===== config.mk =====
export PLATFORM = sky130hd
export DESIGN_NAME = mod61_updown_counter_display_flat
export DESIGN_NICKNAME = d
export VERILOG_FILES = /design/src/rtl/core/mcd_pkg.sv /design/src/rtl/core/mcd_ifs.sv /design/src/rtl/core/mcd_cfg_regs.sv /design/src/rtl/core/mcd_counter.sv /design/src/rtl/core/mcd_display.sv /design/src/rtl/core/mod61_updown_counter_display.sv /design/src/flat_wrapper.sv
export SDC_FILE = /design/constraint.sdc
export NUM_CORES = 1
export LEC_CHECK = 0
export BUFFER_PORTS_ARGS = -buffer_cell sky130_fd_sc_hd__buf_2
export CORE_MARGIN = 10
export CORE_UTILIZATION = 50
export DETAILED_ROUTE_END_ITERATION = 8
export GPL_ROUTABILITY_DRIVEN = 0
export PLACE_DENSITY = 0.68
export SYNTH_ARGS = -nofsm -noshare
export SYNTH_HDL_FRONTEND = slang
export SYNTH_SLANG_ARGS = --single-unit

===== constraint.sdc =====
create_clock -name clk -period 13.3 [get_ports clk]
set_input_delay 2.66 -clock clk [delete_from_list [all_inputs] [get_ports clk]]
set_output_delay 2.66 -clock clk [all_outputs]
set_load 0.05 [all_outputs]

===== src/rtl/core/mcd_pkg.sv =====
// shared types and constants for the mod-61 up/down counter with display
// no dependencies; used by every module and the channel interfaces
package mcd_pkg;

	localparam int unsigned CfgIdxW  = 3;
	localparam int unsigned CfgDataW = 8;
	localparam int unsigned CountW   = 7;
	localparam int unsigned TickW    = 8;
	localparam int unsigned SegW     = 7;
	localparam int unsigned LedW     = 8;

	localparam logic [CountW-1:0] MaxTop = 7'd99;

	// reset values of the configuration registers
	localparam logic [CountW-1:0] RstCountTop  = 7'd60;
	localparam logic [TickW-1:0]  RstSlowTicks = 8'd50;
	localparam logic [TickW-1:0]  RstFastTicks = 8'd20;
	localparam logic [TickW-1:0]  RstSlowHalf  = 8'd10;
	localparam logic [TickW-1:0]  RstFastHalf  = 8'd25;

	typedef enum logic [CfgIdxW-1:0] {
		REG_COUNT_TOP   = 3'd0,
		REG_SLOW_TICKS  = 3'd1,
		REG_FAST_TICKS  = 3'd2,
		REG_SLOW_HALVES = 3'd3,
		REG_FAST_HALVES = 3'd4
	} reg_idx_t;

	typedef struct packed {
		logic [CountW-1:0] count_top;
		logic [TickW-1:0]  slow_ticks;
		logic [TickW-1:0]  fast_ticks;
		logic [TickW-1:0]  slow_halves;
		logic [TickW-1:0]  fast_halves;
	} cfg_t;

	// counter state as seen by the display logic
	typedef struct packed {
		logic [CountW-1:0] count;
		logic              blanked;
		logic              show_high;
		logic              in_blink;
	} disp_t;

	typedef struct packed {
		logic [SegW-1:0] segments;
		logic            low_digit_on;
		logic            high_digit_on;
		logic [LedW-1:0] leds;
		logic            blinking;
	} res_t;

endpackage


===== src/rtl/core/mcd_ifs.sv =====
// valid/ready channel interfaces: tick input, display result, config write
// depends on mcd_pkg
interface mcd_in_if;
	logic valid;
	logic ready;
	logic switch_up;

	modport source(output valid, output switch_up, input ready);
	modport sink(input valid, input switch_up, output ready);
endinterface

interface mcd_out_if;
	logic                      valid;
	logic                      ready;
	logic [mcd_pkg::SegW-1:0]  segments;
	logic                      low_digit_on;
	logic                      high_digit_on;
	logic [mcd_pkg::LedW-1:0]  leds;
	logic                      blinking;

	modport source(output valid, output segments, output low_digit_on,
		output high_digit_on, output leds, output blinking, input ready);
	modport sink(input valid, input segments, input low_digit_on,
		input high_digit_on, input leds, input blinking, output ready);
endinterface

interface mcd_cfg_if;
	logic                          valid;
	logic                          ready;
	logic [mcd_pkg::CfgIdxW-1:0]   index;
	logic [mcd_pkg::CfgDataW-1:0]  data;

	modport source(output valid, output index, output data, input ready);
	modport sink(input valid, input index, input data, output ready);
endinterface


===== src/rtl/core/mcd_cfg_regs.sv =====
// configuration register file, written through the config channel
// depends on mcd_pkg
module mcd_cfg_regs (
	input  logic                          clk,
	input  logic                          arst_n,
	input  logic                          wr_en,
	input  logic [mcd_pkg::CfgIdxW-1:0]   wr_idx,
	input  logic [mcd_pkg::CfgDataW-1:0]  wr_data,
	output mcd_pkg::cfg_t                 cfg
);
	import mcd_pkg::*;

	cfg_t cfg_q;

	always_ff @(posedge clk or negedge arst_n) begin
		if (!arst_n) begin
			cfg_q.count_top   <= RstCountTop;
			cfg_q.slow_ticks  <= RstSlowTicks;
			cfg_q.fast_ticks  <= RstFastTicks;
			cfg_q.slow_halves <= RstSlowHalf;
			cfg_q.fast_halves <= RstFastHalf;
		end else if (wr_en) begin
			case (reg_idx_t'(wr_idx))
				REG_COUNT_TOP:   cfg_q.count_top   <= wr_data[CountW-1:0];
				REG_SLOW_TICKS:  cfg_q.slow_ticks  <= wr_data;
				REG_FAST_TICKS:  cfg_q.fast_ticks  <= wr_data;
				REG_SLOW_HALVES: cfg_q.slow_halves <= wr_data;
				REG_FAST_HALVES: cfg_q.fast_halves <= wr_data;
				default: ;
			endcase
		end
	end

	assign cfg = cfg_q;

endmodule


===== src/rtl/core/mcd_counter.sv =====
// count, period timer and wrap blink state, advanced once per tick
// depends on mcd_pkg
module mcd_counter (
	input  logic          clk,
	input  logic          arst_n,
	input  logic          step,
	input  logic          sw,
	input  mcd_pkg::cfg_t cfg,
	output mcd_pkg::disp_t disp
);
	import mcd_pkg::*;

	logic [CountW-1:0] count_q;
	logic              going_fast_q;
	logic [TickW-1:0]  tick_q;
	logic              in_blink_q;
	logic [TickW-1:0]  half_q;
	logic              blink_fast_q;
	logic              blanked_q;
	logic              show_high_q;

	logic [TickW-1:0]  limit_raw, limit, halves_raw, halves;
	logic [CountW-1:0] top;
	logic              period_end, last_half;

	always_comb begin
		if (in_blink_q)
			limit_raw = blink_fast_q ? cfg.fast_ticks : cfg.slow_ticks;
		else
			limit_raw = going_fast_q ? cfg.fast_ticks : cfg.slow_ticks;
		limit      = (limit_raw == '0) ? TickW'(1) : limit_raw;
		halves_raw = blink_fast_q ? cfg.fast_halves : cfg.slow_halves;
		halves     = (halves_raw == '0) ? TickW'(1) : halves_raw;
		top        = (cfg.count_top > MaxTop) ? MaxTop : cfg.count_top;
		period_end = ({1'b0, tick_q} + 9'd1) >= {1'b0, limit};
		last_half  = ({1'b0, half_q} + 9'd1) >= {1'b0, halves};
	end

	always_ff @(posedge clk or negedge arst_n) begin
		if (!arst_n) begin
			count_q      <= '0;
			going_fast_q <= 1'b0;
			tick_q       <= '0;
			in_blink_q   <= 1'b0;
			half_q       <= '0;
			blink_fast_q <= 1'b0;
			blanked_q    <= 1'b0;
			show_high_q  <= 1'b0;
		end else if (step) begin
			show_high_q <= !show_high_q;
			if (!period_end) begin
				tick_q <= tick_q + TickW'(1);
			end else begin
				tick_q <= '0;
				if (!in_blink_q) begin
					going_fast_q <= sw;
					if ((sw && count_q >= top) || (!sw && count_q == '0)) begin
						// wrap: start the blink phase dark
						count_q      <= sw ? '0 : top;
						in_blink_q   <= 1'b1;
						half_q       <= '0;
						blanked_q    <= 1'b1;
						blink_fast_q <= sw;
					end else begin
						count_q <= sw ? count_q + CountW'(1) : count_q - CountW'(1);
					end
				end else if (last_half) begin
					in_blink_q <= 1'b0;
					blanked_q  <= 1'b0;
					half_q     <= '0;
				end else begin
					half_q       <= half_q + TickW'(1);
					blanked_q    <= !blanked_q;
					blink_fast_q <= sw;
				end
			end
		end
	end

	assign disp.count     = count_q;
	assign disp.blanked   = blanked_q;
	assign disp.show_high = show_high_q;
	assign disp.in_blink  = in_blink_q;

	// blanking only happens inside the blink phase
	a_blank_in_blink: assert property (@(posedge clk) disable iff (!arst_n)
		blanked_q |-> in_blink_q)
		else $error("display blanked outside blink phase");

	// count never leaves the two-digit range
	a_count_range: assert property (@(posedge clk) disable iff (!arst_n)
		count_q <= MaxTop)
		else $error("count above 99");

	// tick timer stays below the largest period
	a_tick_range: assert property (@(posedge clk) disable iff (!arst_n)
		tick_q != '1)
		else $error("tick timer overflow");

	// digit select alternates on every tick
	a_digit_toggle: assert property (@(posedge clk) disable iff (!arst_n)
		step |=> (show_high_q != $past(show_high_q)))
		else $error("digit select did not alternate");

endmodule


===== src/rtl/core/mcd_display.sv =====
// bcd digit split, seven-segment decode and digit enables
// depends on mcd_pkg
module mcd_display (
	input  mcd_pkg::disp_t disp,
	output mcd_pkg::res_t  res
);
	import mcd_pkg::*;

	function automatic logic [SegW-1:0] seg_code(input logic [3:0] d);
		logic [SegW-1:0] s;
		case (d)
			4'd0:    s = 7'h3F;
			4'd1:    s = 7'h06;
			4'd2:    s = 7'h5B;
			4'd3:    s = 7'h4F;
			4'd4:    s = 7'h66;
			4'd5:    s = 7'h6D;
			4'd6:    s = 7'h7D;
			4'd7:    s = 7'h07;
			4'd8:    s = 7'h7F;
			4'd9:    s = 7'h6F;
			default: s = 7'h00;
		endcase
		return s;
	endfunction

	logic [14:0]       prod;
	logic [3:0]        quo, tens, ones, digit;
	logic [CountW-1:0] quo_x10;

	always_comb begin
		// divide by ten as multiply by 205 and shift, exact below 1029
		prod    = 15'(disp.count) * 15'd205;
		quo     = prod[14:11];
		quo_x10 = CountW'({3'b000, quo} * 7'd10);
		ones    = 4'((disp.count - quo_x10));
		tens    = (quo >= 4'd10) ? quo - 4'd10 : quo;
		digit   = disp.show_high ? tens : ones;

		res.segments      = seg_code(digit);
		res.low_digit_on  = !disp.show_high && !disp.blanked;
		res.high_digit_on = disp.show_high && !disp.blanked;
		res.leds          = {1'b0, disp.count};
		res.blinking      = disp.in_blink;
	end

endmodule


===== src/rtl/core/mod61_updown_counter_display.sv =====
// up/down counter with multiplexed two-digit display; one item in, one item out
// pipeline: input stage, then result register; the result is registered
// throughput: one item per cycle, limited only by the output handshake
// reset: arst_n clears count, timers, blink state and both stages; registers take defaults
module mod61_updown_counter_display (
	input  logic       clk,
	input  logic       arst_n,
	mcd_in_if.sink     in_ch,
	mcd_out_if.source  out_ch,
	mcd_cfg_if.sink    cfg_ch
);
	import mcd_pkg::*;

	cfg_t  cfg;
	disp_t disp;
	res_t  res;

	logic valid_s1;
	logic switch_s1;
	logic out_valid_q;
	res_t res_q;

	logic advance;   // result register can take a new item
	logic step;      // the item in stage 1 is processed this cycle

	// config writes are always taken
	assign cfg_ch.ready = 1'b1;

	mcd_cfg_regs u_cfg (
		.clk     (clk),
		.arst_n  (arst_n),
		.wr_en   (cfg_ch.valid),
		.wr_idx  (cfg_ch.index),
		.wr_data (cfg_ch.data),
		.cfg     (cfg)
	);

	// the result register frees up when empty or when taken this cycle
	assign advance     = !out_valid_q || out_ch.ready;
	assign step        = valid_s1 && advance;
	// stage 1 accepts a new item when empty or while its current one moves on
	assign in_ch.ready = !valid_s1 || advance;

	// input stage
	always_ff @(posedge clk or negedge arst_n) begin
		if (!arst_n) begin
			valid_s1 <= 1'b0;
		end else if (in_ch.valid && in_ch.ready) begin
			valid_s1 <= 1'b1;
		end else if (step) begin
			valid_s1 <= 1'b0;
		end
	end

	always_ff @(posedge clk) begin
		if (in_ch.valid && in_ch.ready)
			switch_s1 <= in_ch.switch_up;
	end

	// state update; outputs reflect the state before this tick
	mcd_counter u_counter (
		.clk    (clk),
		.arst_n (arst_n),
		.step   (step),
		.sw     (switch_s1),
		.cfg    (cfg),
		.disp   (disp)
	);

	mcd_display u_display (
		.disp (disp),
		.res  (res)
	);

	// result register
	always_ff @(posedge clk or negedge arst_n) begin
		if (!arst_n) begin
			out_valid_q <= 1'b0;
		end else if (step) begin
			out_valid_q <= 1'b1;
		end else if (out_ch.ready) begin
			out_valid_q <= 1'b0;
		end
	end

	always_ff @(posedge clk) begin
		if (step)
			res_q <= res;
	end

	assign out_ch.valid         = out_valid_q;
	assign out_ch.segments      = res_q.segments;
	assign out_ch.low_digit_on  = res_q.low_digit_on;
	assign out_ch.high_digit_on = res_q.high_digit_on;
	assign out_ch.leds          = res_q.leds;
	assign out_ch.blinking      = res_q.blinking;

endmodule

===== src/flat_wrapper.sv =====
// flat-port wrapper written by rule: the top's interface ports become plain ports
module mod61_updown_counter_display_flat import mcd_pkg::*;
  (clk, arst_n, in_ch_valid, in_ch_switch_up, in_ch_ready, out_ch_valid, out_ch_segments, out_ch_low_digit_on, out_ch_high_digit_on, out_ch_leds, out_ch_blinking, out_ch_ready, cfg_ch_valid, cfg_ch_index, cfg_ch_data, cfg_ch_ready);
  mcd_in_if in_ch_i ();
  mcd_out_if out_ch_i ();
  mcd_cfg_if cfg_ch_i ();
  input  logic clk;
  input  logic arst_n;
  input wire logic [$bits(in_ch_i.valid)-1:0] in_ch_valid;
  input wire logic [$bits(in_ch_i.switch_up)-1:0] in_ch_switch_up;
  output wire logic [$bits(in_ch_i.ready)-1:0] in_ch_ready;
  output wire logic [$bits(out_ch_i.valid)-1:0] out_ch_valid;
  output wire logic [$bits(out_ch_i.segments)-1:0] out_ch_segments;
  output wire logic [$bits(out_ch_i.low_digit_on)-1:0] out_ch_low_digit_on;
  output wire logic [$bits(out_ch_i.high_digit_on)-1:0] out_ch_high_digit_on;
  output wire logic [$bits(out_ch_i.leds)-1:0] out_ch_leds;
  output wire logic [$bits(out_ch_i.blinking)-1:0] out_ch_blinking;
  input wire logic [$bits(out_ch_i.ready)-1:0] out_ch_ready;
  input wire logic [$bits(cfg_ch_i.valid)-1:0] cfg_ch_valid;
  input wire logic [$bits(cfg_ch_i.index)-1:0] cfg_ch_index;
  input wire logic [$bits(cfg_ch_i.data)-1:0] cfg_ch_data;
  output wire logic [$bits(cfg_ch_i.ready)-1:0] cfg_ch_ready;
  assign in_ch_i.valid = in_ch_valid;
  assign in_ch_i.switch_up = in_ch_switch_up;
  assign in_ch_ready = in_ch_i.ready;
  assign out_ch_valid = out_ch_i.valid;
  assign out_ch_segments = out_ch_i.segments;
  assign out_ch_low_digit_on = out_ch_i.low_digit_on;
  assign out_ch_high_digit_on = out_ch_i.high_digit_on;
  assign out_ch_leds = out_ch_i.leds;
  assign out_ch_blinking = out_ch_i.blinking;
  assign out_ch_i.ready = out_ch_ready;
  assign cfg_ch_i.valid = cfg_ch_valid;
  assign cfg_ch_i.index = cfg_ch_index;
  assign cfg_ch_i.data = cfg_ch_data;
  assign cfg_ch_ready = cfg_ch_i.ready;
  mod61_updown_counter_display u_core (.clk(clk), .arst_n(arst_n), .in_ch(in_ch_i), .out_ch(out_ch_i), .cfg_ch(cfg_ch_i));
endmodule

==> flow_summary_export.csv, run 1 <==
group,metric,value,unit
floorplan,coreArea,0.0115,sq mm
cells_and_area,drive_gt1_share,22.5,%
drt,vias_per_cell,5.73,
outcome,outcome,"finished clean",
drt,drc,0,
synthesis,synth_common_cells,"ha_1, dfrtp_1, mux2_2, inv_1, nand2_1",
worst_setup_path,r2r_start,"u_core.u_counter.count_q[5]",
drt,wl,11.8,mm
floorplan,die_h,129,um
cells_and_area,final_nets,669,
hold_path,hp-class,"reg -> reg",
timing,clock.fmax,172,MHz
timing,rsz0062_at_grt,"false",
synthesis,synth.yosys.seq_area_share,38.7,%
synthesis,syn_avg_cell_area,11.1,sq um
timing,tightest_slew,1.19,ns
clock_network,cts-resized-gates,0,
synthesis,ys.warnings.count,0,
synthesis,yosys-top-cells-area,"dfrtp_1, ha_1, edfxtp_1, mux2_2, dfstp_2",
hold_path,hold_start,"u_core.valid_s1",
synthesis,synth.distinct_cells,73,
clock_network,clk_pin_slew_worst_paths,0.06,ns
clock_network,clock_latency,0.34,ns
global_routing,antenna_found_initial,0,
clock_network,cts_setup_buffers,0,
drt,vias,4127,
global_routing,grt-ovfl-total,0,
timing,timing.final.crit_share,43.7,%
timing,clock_skew,0.00785,ns
global_routing,grt_pass1_wl,19.9,mm
flow_run,max-cap-violations,0,
cells_and_area,fin_area,0.00650,sq mm
floorplan,initial_core_util,51.5,%
timing,setup_viol,0,
worst_setup_path,crit_arrival,3.16,ns
synthesis,async_flop_share,79.3,%
drt,ant_nets,0,
synthesis,synth-seq-cells,87,
worst_setup_path,startpoint_type,"input port",
drt,wire_per_inst,16.5,um
worst_setup_path,path_max_fanout,3,
worst_setup_path,cp.required,10.64,ns
placed_design,dp_hpwl,9.00,mm
synthesis,yosysMostFrequentCell,"ha_1",
placed_design,portBuffers,35,
timing,maxSlewHeadroom,19.9,%
synthesis,syn_inst,533,
clock_network,htreeDepth,3,
synthesis,yosysTopAreaCell,"dfrtp_1",
timing,finalHoldViolations,0,
clock_network,cts_tree,"built",
global_routing,grt_pass1_vias,4086,
floorplan,rows,39,
worst_setup_path,ff2ff_path_depth,22,
worst_setup_path,worst-setup-path-type,"in -> out",
synthesis,ys.flop_type,"dfrtp_1",
clock_network,cts_sinks,87,
timing,finalSetupTns,0,ns
synthesis,synthesis.area,0.00590,sq mm
cells_and_area,syn_to_final_growth,10.1,%
synthesis,synth_edf_count,18,
floorplan,io_pins,38,
drt,first_iter_violations,208,
hold_path,holdPathStages,1,
timing,fin_crit,5.82,ns
placed_design,dpl_cell_area,0.00623,sq mm
global_routing,grt_max_degree,70,
cells_and_area,diodes,0,
clock_network,clock-root-buffer,"clkbuf_16",
synthesis,postSynthNetCount,630,
floorplan,dieArea,0.0165,sq mm
worst_setup_path,startpoint,"out_ch_ready",
global_routing,track_usage,14.5,%
drt,dr.pass1.iters,4,
floorplan,die_w,129,um
worst_setup_path,worst_setup_path_end_kind,"output port",
timing,slew_viol_final,0,
synthesis,netlist.area_leader.share,23.3,%
clock_network,cts_hold_buf,0,
clock_network,cts_made_buffers,9,
clock_network,cts_buffer_depth,2,
## placed cells by master (no fill, tap or decap), types with 4 or more instances in the layout
master / netlist / routed
nand3_1: 10 / 10
mux2_2: 41 / 41
buf_2: 1 / 35
a21oi_1: 24 / 24
or2_2: 5 / 5
nor2_1: 22 / 22
mux2i_1: 19 / 19
a22oi_1: 4 / 4
nor3_1: 4 / 4
xor2_1: 9 / 9
fa_1: 10 / 10
clkbuf_16: 0 / 9
xnor2_1: 12 / 12
nand2b_1: 11 / 11
ha_1: 70 / 70
and3_1: 10 / 10
edfxtp_1: 18 / 18
buf_4: 4 / 4
o21ai_1: 5 / 5
o21ai_0: 20 / 20
o31ai_1: 4 / 4
a22o_1: 5 / 5
inv_1: 38 / 38
dfstp_2: 14 / 14
dfrtp_1: 55 / 55
a21o_1: 15 / 15
nand2_1: 27 / 27
and2_1: 7 / 7
## final timing paths
kind                                              end  slack [ns]
max                                       in_ch_ready        7.48
min                               u_core.out_ch.valid        0.50
max reg2reg                 u_core.out_ch.segments[6]        7.50
min reg2reg                       u_core.out_ch.valid        0.50
max in group asynchronous  u_core.u_counter.half_q[2]       10.21
min in group asynchronous        u_core.u_cfg.cfg[17]        2.52
## metrics by stage
stage / util, % / hold WS (ns) / instances / worst slack (ns)
6_report: 56.7 / 0.503 / 720 / 7.48
5_1_grt: 56.7 / 0.519 / 720 / 7.16
4_1_cts: 56.7 / 0.504 / 720 / 7.48
3_5_place_dp: 54.3 / 0.488 / 704 / 7.48
3_3_place_gp: 54.3 / 0.476 / 704 / 7.49
2_1_floorplan: - / 0.423 / 533 / 7.50
## sequential cells by signal, summed over array words and instances (netlist names), 7 cells and up
name                      flops
u_core.u_counter.tick_q       8
u_core.out_ch.leds            7
u_core.u_cfg.cfg             39
u_core.out_ch.segments        7
u_core.u_counter.half_q       8
u_core.u_counter.count_q      7
## layer usage
metal,track usage [%],vias to the layer above,routed length (um)
li1,-,2016,-
met1,19.6,2019,5570
met2,23.2,79,5640
met3,2.67,13,499
met4,4.13,0,140
met5,0,-,0
## critical path, cell delays in order
cell and delay [ns]:
buf_2 0.10, nand3b_1 0.17, buf_2 0.23
## area by class of cell
cell class	instances	area [sq um]
tap	143	179
clock buffer	10	229
fill	956	4970
clock inverter	6	42.5
timing repair buffer	39	205
sequential	87	2280
inverter	39	146
multi-input combinational	396	3410
## cell families after synthesis
kind of cell | count (synthesis) | synth area share [%]
AO/OA/AOI/OAI | 117 | 14.3
XOR/XNOR | 23 | 3.77
other | 2 | 0.127
AND/OR/NAND/NOR | 114 | 10.4
flip-flops | 87 | 38.7
adder cells (fa/ha/maj) | 80 | 18.2
multiplexers | 60 | 11.0
buffers and inverters | 50 | 3.46
Power of run 1 is not shown: default switching activity piles up to over one toggle a cycle in this logic, so the estimate is an artifact.
==> run 2, diff against run 1 <==
PLACE_DENSITY = 0.7   (was 0.68)
clock period = 4.9 ns   (was 13.3 ns; I/O delays follow)
==> flow_summary_export.csv, run 2 (same netlist as run 1, synthesis figures left out) <==
group,metric,value,unit
outcome,outcome,"finished, violations left",
outcome,violations,"setup timing",
global_routing,grt-ovfl-total,0,
clock_network,cts_made_buffers,9,
global_routing,grt_pass1_vias,4571,
timing,clock.fmax,199,MHz
timing,tightest_slew,1.19,ns
placed_design,dp_hpwl,9.80,mm
timing,setup_viol,7,
floorplan,die_h,129,um
global_routing,grt_max_degree,44,
clock_network,cts_sinks,87,
worst_setup_path,r2r_start,"u_core.u_counter.count_q[4]",
drt,wire_per_inst,16.9,um
drt,ant_nets,0,
cells_and_area,mostFrequentLayoutCell,"ha_1",
global_routing,antenna_found_initial,0,
drt,dr.pass1.iters,4,
floorplan,rows,39,
worst_setup_path,worst-setup-path-type,"reg -> reg",
floorplan,initial_core_util,51.5,%
hold_path,hold_start,"u_core.valid_s1",
cells_and_area,fin_area,0.00696,sq mm
timing,rsz0062_at_grt,"true",
floorplan,coreArea,0.0115,sq mm
cells_and_area,final_nets,714,
placed_design,dp_worst_setup_slack,-0.456,ns
cells_and_area,drive_gt1_share,30.7,%
clock_network,cts_buffer_depth,2,
timing,clock_skew,0.00632,ns
timing,fin_crit,5.02,ns
placed_design,dpl_cell_area,0.00651,sq mm
timing,slew_viol_final,0,
floorplan,io_pins,38,
timing,holdWs,0.493,ns
flow_run,max-cap-violations,0,
clock_network,clk_pin_slew_worst_paths,0.06,ns
timing,timing.final.crit_share,103,%
cells_and_area,largest_reg_flops,39,
floorplan,dieArea,0.0165,sq mm
clock_network,cts_hold_buf,0,
cells_and_area,layout_common_cells,"ha_1, dfrtp_1, buf_4, mux2_2",
global_routing,track_usage,16.0,%
worst_setup_path,startpoint,"u_core.u_counter.count_q[4]",
placed_design,portBuffers,35,
timing,maxSlewHeadroom,20.3,%
clock_network,clock_latency,0.34,ns
drt,first_iter_violations,262,
drt,wl,13.0,mm
worst_setup_path,cp.required,4.98,ns
cells_and_area,syn_to_final_growth,17.9,%
hold_path,hp-class,"reg -> reg",
drt,drc,0,
worst_setup_path,startpoint_type,"flop",
drt,vias,4357,
drt,vias_per_cell,5.70,
floorplan,die_w,129,um
global_routing,grt_pass1_wl,21.8,mm
clock_network,clock-root-buffer,"clkbuf_16",
cells_and_area,diodes,0,
timing,finalHoldViolations,0,
worst_setup_path,worst_setup_path_end_kind,"flop",
clock_network,cts_tree,"built",
timing,finalSetupTns,-0.658,ns
worst_setup_path,path_max_fanout,6,
clock_network,htreeDepth,3,
worst_setup_path,crit_arrival,5.10,ns
timing,fin_ws,-0.123,ns
run 2: changes by cell type in the layout (fill, tap and decap cells not counted), sizes merged:
cell      delta
buf         +45
inv          -3
bufinv       +1
clkbuf       +1
clkinvlp     +1
run 2: through the flow:
step / instances / util, %
2_1_floorplan: 533 / -
3_3_place_gp: 740 / 56.8
3_5_place_dp: 740 / 56.8
4_1_cts: 761 / 60.4
5_1_grt: 765 / 60.7
6_report: 765 / 60.7
run 2: critical path: stages, from the launching register on:
cell and delay [ns]:
dfrtp_2 0.42, ha_1 0.33, ha_4 0.22, fa_1 0.50, inv_1 0.05, fa_1 0.50, inv_1 0.04, ha_1 0.29
and4_4 0.18, a221o_1 0.32, o22ai_2 0.18, xnor2_2 0.10, ha_2 0.19, fa_2 0.35, xnor2_2 0.13, xnor3_1 0.27
xnor2_2 0.17, o22ai_4 0.22, and2_4 0.22, o32ai_2 0.08
run 2: what timing repair did:
item | in CTS | in global routing
setup buffers | 5 | 4
gates resized for setup | 9 | 4
pin swaps | 8 | 3
setup endpoints to repair | 7 | 7
run 2: routing by layer:
metal	vias to the layer above	GRT usage [%]	routed length [um]
met1	2143	19.4	5830
met5	-	0	0
met3	19	3.53	542
li1	2106	-	-
met4	0	4.65	146
met2	89	27.7	6430
run 2: worst paths after layout:
path | end | slack [ns] | depth (start not counted)
worst min-delay path | u_core.out_ch.valid | 0.49 | 1
worst min register to register | u_core.out_ch.valid | 0.49 | 1
max in group asynchronous | u_core.u_cfg.cfg[11] | 3.16 | 2
worst max register to register | u_core.out_ch.segments[6] | -0.12 | 19
min in group asynchronous | u_core.u_cfg.cfg[26] | 0.78 | 1
worst max-delay path | u_core.out_ch.segments[6] | -0.12 | 19
run 2: final cells by class:
type / count / area (sq um)
Multi-Input combinational cell: 396 / 3490
Sequential cell: 87 / 2290
Fill cell: 886 / 4510
Timing Repair Buffer: 84 / 543
Inverter: 39 / 146
Clock inverter: 5 / 55.1
Tap cell: 143 / 179
Clock buffer: 11 / 254
Power of run 2 is left out for the same reason.
